## src/hdl/skht_pkg.sv

```systemverilog
// Shared types, constants and codes of the short key hash table.
// No dependencies.
`timescale 1ns / 1ps
package skht_pkg;
  localparam int TABLE_SLOTS = 1024;
  localparam int SLOT_W = $clog2(TABLE_SLOTS);
  localparam int CNT_W = $clog2(TABLE_SLOTS + 1);
  localparam int LIM_W = $clog2((TABLE_SLOTS + 1) * 100 + 1);
  localparam int FIFO_DEPTH = 4;

  localparam logic [63:0] GOLDEN_MUL = 64'h9E3779B97F4A7C15;
  localparam logic [63:0] FINAL_MUL = 64'hBF58476D1CE4E5B9;
  localparam logic [6:0] LIMIT_CAP = 7'd99;
  localparam logic [6:0] LIMIT_RESET = 7'd70;

  localparam logic [1:0] MODE_LOOKUP = 2'd0;
  localparam logic [1:0] MODE_UPSERT = 2'd1;
  localparam logic [1:0] MODE_CLEAR = 2'd2;
  localparam logic [1:0] MODE_RESERVED = 2'd3;

  localparam logic [1:0] STATUS_OK = 2'd0;
  localparam logic [1:0] STATUS_MISS = 2'd1;
  localparam logic [1:0] STATUS_FULL = 2'd2;

  typedef struct packed {
    logic [1:0] mode;
    logic [3:0] tag;
    logic [63:0] key;
    logic [31:0] value;
    logic [SLOT_W-1:0] home;
  } item_t;

  typedef struct packed {
    logic [3:0] tag;
    logic [63:0] key;
    logic [31:0] value;
  } slot_t;

  typedef struct packed {
    logic empty;
    logic full;
  } q_status_t;
endpackage

```

## src/hdl/skht_fifo.sv

```systemverilog
// Short request queue between front end and probe engine.
// Depends on skht_pkg.
`timescale 1ns / 1ps
module skht_fifo import skht_pkg::*; (
  input  logic      clk,
  input  logic      rst,
  input  logic      push,
  input  item_t     push_item,
  input  logic      pop,
  output item_t     head,
  output q_status_t q_status
);
  localparam int PTR_W = $clog2(FIFO_DEPTH);
  localparam int CNT_QW = $clog2(FIFO_DEPTH + 1);

  item_t mem [FIFO_DEPTH];
  logic [PTR_W-1:0] wptr, rptr;
  logic [CNT_QW-1:0] count;

  assign head = mem[rptr];
  assign q_status.empty = (count == '0);
  assign q_status.full = (count == CNT_QW'(FIFO_DEPTH));

  always_ff @(posedge clk) begin
    if (rst) begin
      wptr <= '0;
      rptr <= '0;
      count <= '0;
    end else begin
      if (push) begin
        wptr <= (wptr == PTR_W'(FIFO_DEPTH - 1)) ? '0 : wptr + 1'b1;
      end
      if (pop) begin
        rptr <= (rptr == PTR_W'(FIFO_DEPTH - 1)) ? '0 : rptr + 1'b1;
      end
      count <= count + CNT_QW'(push) - CNT_QW'(pop);
    end
    if (push) begin
      mem[wptr] <= push_item;
    end
  end
endmodule

```

## config.mk

```make
export PLATFORM = sky130hd
export DESIGN_NAME = skht_fifo
export DESIGN_NICKNAME = d
export VERILOG_FILES = /design/src/hdl/skht_pkg.sv /design/src/hdl/skht_fifo.sv
export SDC_FILE = /design/constraint.sdc
export NUM_CORES = 1
export LEC_CHECK = 0
export BUFFER_PORTS_ARGS = -buffer_cell sky130_fd_sc_hd__buf_2
export CORE_UTILIZATION = 26
export CTS_BUF_LIST = sky130_fd_sc_hd__clkbuf_8
export DETAILED_ROUTE_END_ITERATION = 6
export GPL_ROUTABILITY_DRIVEN = 0
export HOLD_SLACK_MARGIN = 0.05
export PLACE_DENSITY = 0.46
export SETUP_SLACK_MARGIN = 0.05
export SLEW_MARGIN = 20
export SYNTH_ARGS = -nofsm -noshare
export SYNTH_HDL_FRONTEND = slang
export SYNTH_SLANG_ARGS = --single-unit
```

## constraint.sdc

```tcl
create_clock -name clk -period 3.5 [get_ports clk]
set_clock_uncertainty 0.2 [all_clocks]
set_input_delay 0.175 -clock clk [delete_from_list [all_inputs] [get_ports clk]]
set_output_delay 0.175 -clock clk [all_outputs]
set_load 0.02 [all_outputs]
```

* After elaboration in Yosys (flattened, before gate mapping)
Memory sizes are Yosys's and may differ from the RTL's. A register that Yosys moved wholly into a read port is not among the register bits. Cells that the tools add are included. W data, S select, Z words.
Cells by class: $add $sub $neg 4, muxes and demuxes 6, reductions and logical operators 1, equality and inequality tests 3
Operators with widths (number):
- $mux W2 | 4
- $add A2 B1 Y2 const B | 2
- $eq A2 B2 Y1 const B | 2
- $add A3 B1 Y3 | 1
- $eq A3 B3 Y1 const B | 1
- $logic_not A3 Y1 | 1
- $sub A3 B1 Y3 | 1
- $mux W1 | 2
Word-level totals: memory bits (writable) 448, input port bits 116, logic and storage cells 18, memories kept 1, flip-flop bits (word level) 7, output and inout port bits 114
Memory list:
- mem | words 4, width 112, rd ports 1, clocked after memory_dff 1, write ports 1, line skht_fifo.sv:16 | item_t mem [FIFO_DEPTH];

* Depth between registers and ports, before layout
depth in word-level cells 4, gate-level depth with buffers 7, gate-level depth less buffers 7

* Worst setup path before layout
Ideal clock, no wire load.
path kind flip-flop to flip-flop, start register wptr[0], end memory mem[0][0] (netlist bit), enable pin, required time 2.816 ns, path buffers 0, setup slack -0.301 ns, cell stages (with the launch flop) 4, setup time 0.484 ns, clock period less this slack 3.801 ns, arrival 3.118 ns, cell sequence dfxtp_1 > inv_1 > ha_1 > and2_1
RTL lines:
- from (decl) | line skht_fifo.sv:17 | logic [PTR_W-1:0] wptr, rptr;
- from (signal assigned) | line skht_fifo.sv:31 | wptr <= (wptr == PTR_W'(FIFO_DEPTH - 1)) ? '0 : wptr + 1'b1;
- to (decl) | line skht_fifo.sv:16
Straight into the memory's write port.

==> out/metrics.yaml <==
grt_pass1_vias: 9475
synthDistinctLibCells: 21
grt_overflow: 0
avgRoutedWirePerCell_um: 18.0
power_leakage_uw: 0.00766
max_freq_mhz: 344
synth.net_count: 752
drt_iter0_drc: 373
core_um2: 63300
die_x_um: 255
portBuffers: 229
cts_tree: "done"
startpoint_type: "register"
area_growth_pct: 34.4
via_count: 8377
r2r-start: "wptr[0]$_SDFFE_PP0P_"
drt_drc_violations_left: 0
path_max_fanout: 26
synth_top_area_cell: "edfxtp_1"
die_h_um: 255
end_kind: "output port"
drv_slew: 0
ant_nets: 0
peakVddDrop_uv: 316
reg2reg_depth: 3
dr.pass1.iters: 4
reg2reg_to: "mem[3][50]$_DFFE_PP_"
min_path_cells: 2
yosys-top-cells-area: "edfxtp_1, mux4_2, buf_12, dfxtp_1, ha_1"
syn_inst: 628
rsz0062_at_grt: "no"
ys_seq_elements: 457
worstSetupPathType: "register to output port"
clk_path_buf_depth: 3
wl_um: 36800
yosys_warnings: 0
cp.required_ns: 3.12
postCtsSetupBuffers: 0
via_per_inst: 4.11
syn_area_per_cell_um2: 26.6
track_usage_pct: 11.4
drive_gt1_share_pct: 38.7
synth-edff-count: 448
fin_crit_ns: 2.91
async_flop_share_pct: 0
min_from: "push_item[45]"
dieArea_um2: 65200
netlist_area_um2: 16700
cts_buffers: 81
num-nets-final: 1258
tightest_slew_ns: 0.642
cts.sinks: 457
clk-insertion-delay-late_ns: 0.62
fin_crit_sh_pct: 83.1
setup_viol: 0
antenna_found_initial: 4
timing.hold.worst_endpoint: "mem[3][45]$_DFFE_PP_"
grt_max_degree: 45
arrival_ns: 2.53
std_cell_rows: 92
fin_setup_tns_ns: 0
yosys-top-cells-count: "edfxtp_1, mux4_2, buf_12, buf_2, dfxtp_1"
clk_pin_slew_ns: 0.06
num-fill-cells: 6006
start_util_pct: 26.4
hpwl_um: 20200
ioPinCount: 230
yosysTopAreaCellShare_pct: 80.6
ctsHtreeMaxLevel: 3
hold_viol: 0
cap_violations: 0
slew_headroom_pct: 57.2
root_buffer: "clkbuf_8"
grt_pass1_wl_um: 56200
r2r_setup_slack_ns: 1.37
ys_seq_area_share_pct: 81.6
synthFlopType: "edfxtp_1"
synth.most_common_cell: "edfxtp_1"
hp-class: "input port to register"
p_per_area_nw_per_um2: 544
fin_util_pct: 35.4
status: "finished clean"
## final cells by class
class                      instances  area (um^2)  share of cell area [%]
clock inverter                    56          308                    1.37
clock buffer                      85         1170                    5.21
multi-input combinational        140         2780                    12.4
tap                              846         1060                    4.72
sequential                       457        13600                    60.8
antenna                            1         2.50                  0.0112
inverter                           6         22.5                   0.100
timing repair buffer             448         3450                    15.4
## worst max-delay path by stage
stage,slack [ns],end,startpoint,depth (start not counted)
4_1_cts,0.39,head[30],register,3
5_1_grt,0.36,head[46],register,3
2_1_floorplan,0.94,mem[2][0]$_DFFE_PP_,wptr[0]$_SDFFE_PP0P_,3
3_3_place_gp,1.18,head[72],register,3
6_report,0.59,head[30],register,3
3_5_place_dp,1.16,head[30],register,3
## through the flow
stage / instance area (um^2) / hold slack, ns / power, uW / instances / setup WS, ns
2_1_floorplan: 16700 / 0.0441 / 7160 / 628 / 0.941
3_3_place_gp: 18900 / 0.190 / 7600 / 1693 / 1.18
3_5_place_dp: 18900 / 0.192 / 7620 / 1693 / 1.16
4_1_cts: 22400 / 0.0500 / 12500 / 2038 / 0.392
5_1_grt: 22400 / 0.0823 / 12700 / 2039 / 0.362
6_report: 22400 / 0.132 / 12200 / 2039 / 0.591
## what timing repair did
item | 4_1_cts | 5_1_grt
resized for setup | 0 | 0
endpoints found under the hold margin | 513 | 0
hold buffers | 204 | 0
## sequential cells by signal, summed over array words and instances (netlist names), named ones only
register  count
count         3
mem         448
rptr          2
wptr          2
## cell families (layout without fill, tap and decap cells)
kind of cell / count (synthesis) / in the layout / share of synthesized area (%)
other: 0 / 1 / 0
AND/OR/NAND/NOR: 15 / 15 / 0.539
multiplexers: 114 / 114 / 15.2
buffers and inverters: 31 / 595 / 1.75
XOR/XNOR: 1 / 1 / 0.142
adder cells (fa/ha/maj): 8 / 8 / 0.644
flip-flops: 457 / 457 / 81.6
AO/OA/AOI/OAI: 2 / 2 / 0.0599
## power breakdown
group	internal [uW]	switching [uW]
Sequential	6250	75.6
Combinational	621	706
Clock	2450	2110
## critical path: stages (launching register included)
cell and delay [ns]:
dfxtp_4 0.73, buf_4 0.41, mux4_2 0.56, buf_2 0.18
## metal layers
metal,vias to the layer above,share of wire [%],global-route usage (%)
li1,3743,-,-
met1,4342,43,14.0
met2,208,49,18.5
met3,78,6.3,3.63
met4,6,2.3,4.80
met5,-,0.11,0
## cell usage in the layout (no fill, tap or decap), types with 3 or more instances in the layout
cell,Yosys,layout
edfxtp_1,448,448
buf_2,9,229
dlygate4sd3_1,0,204
mux4_2,112,112
clkbuf_8,0,85
inv_1,6,29
clkinv_1,0,21
buf_12,9,12
ha_1,7,7
dfxtp_1,9,7
clkinv_2,0,6
and2_4,0,4
nor2_1,3,3
clkinvlp_4,0,3
bufinv_16,0,3
buf_4,3,3
Note: power is estimated with default switching activity, not from simulation.
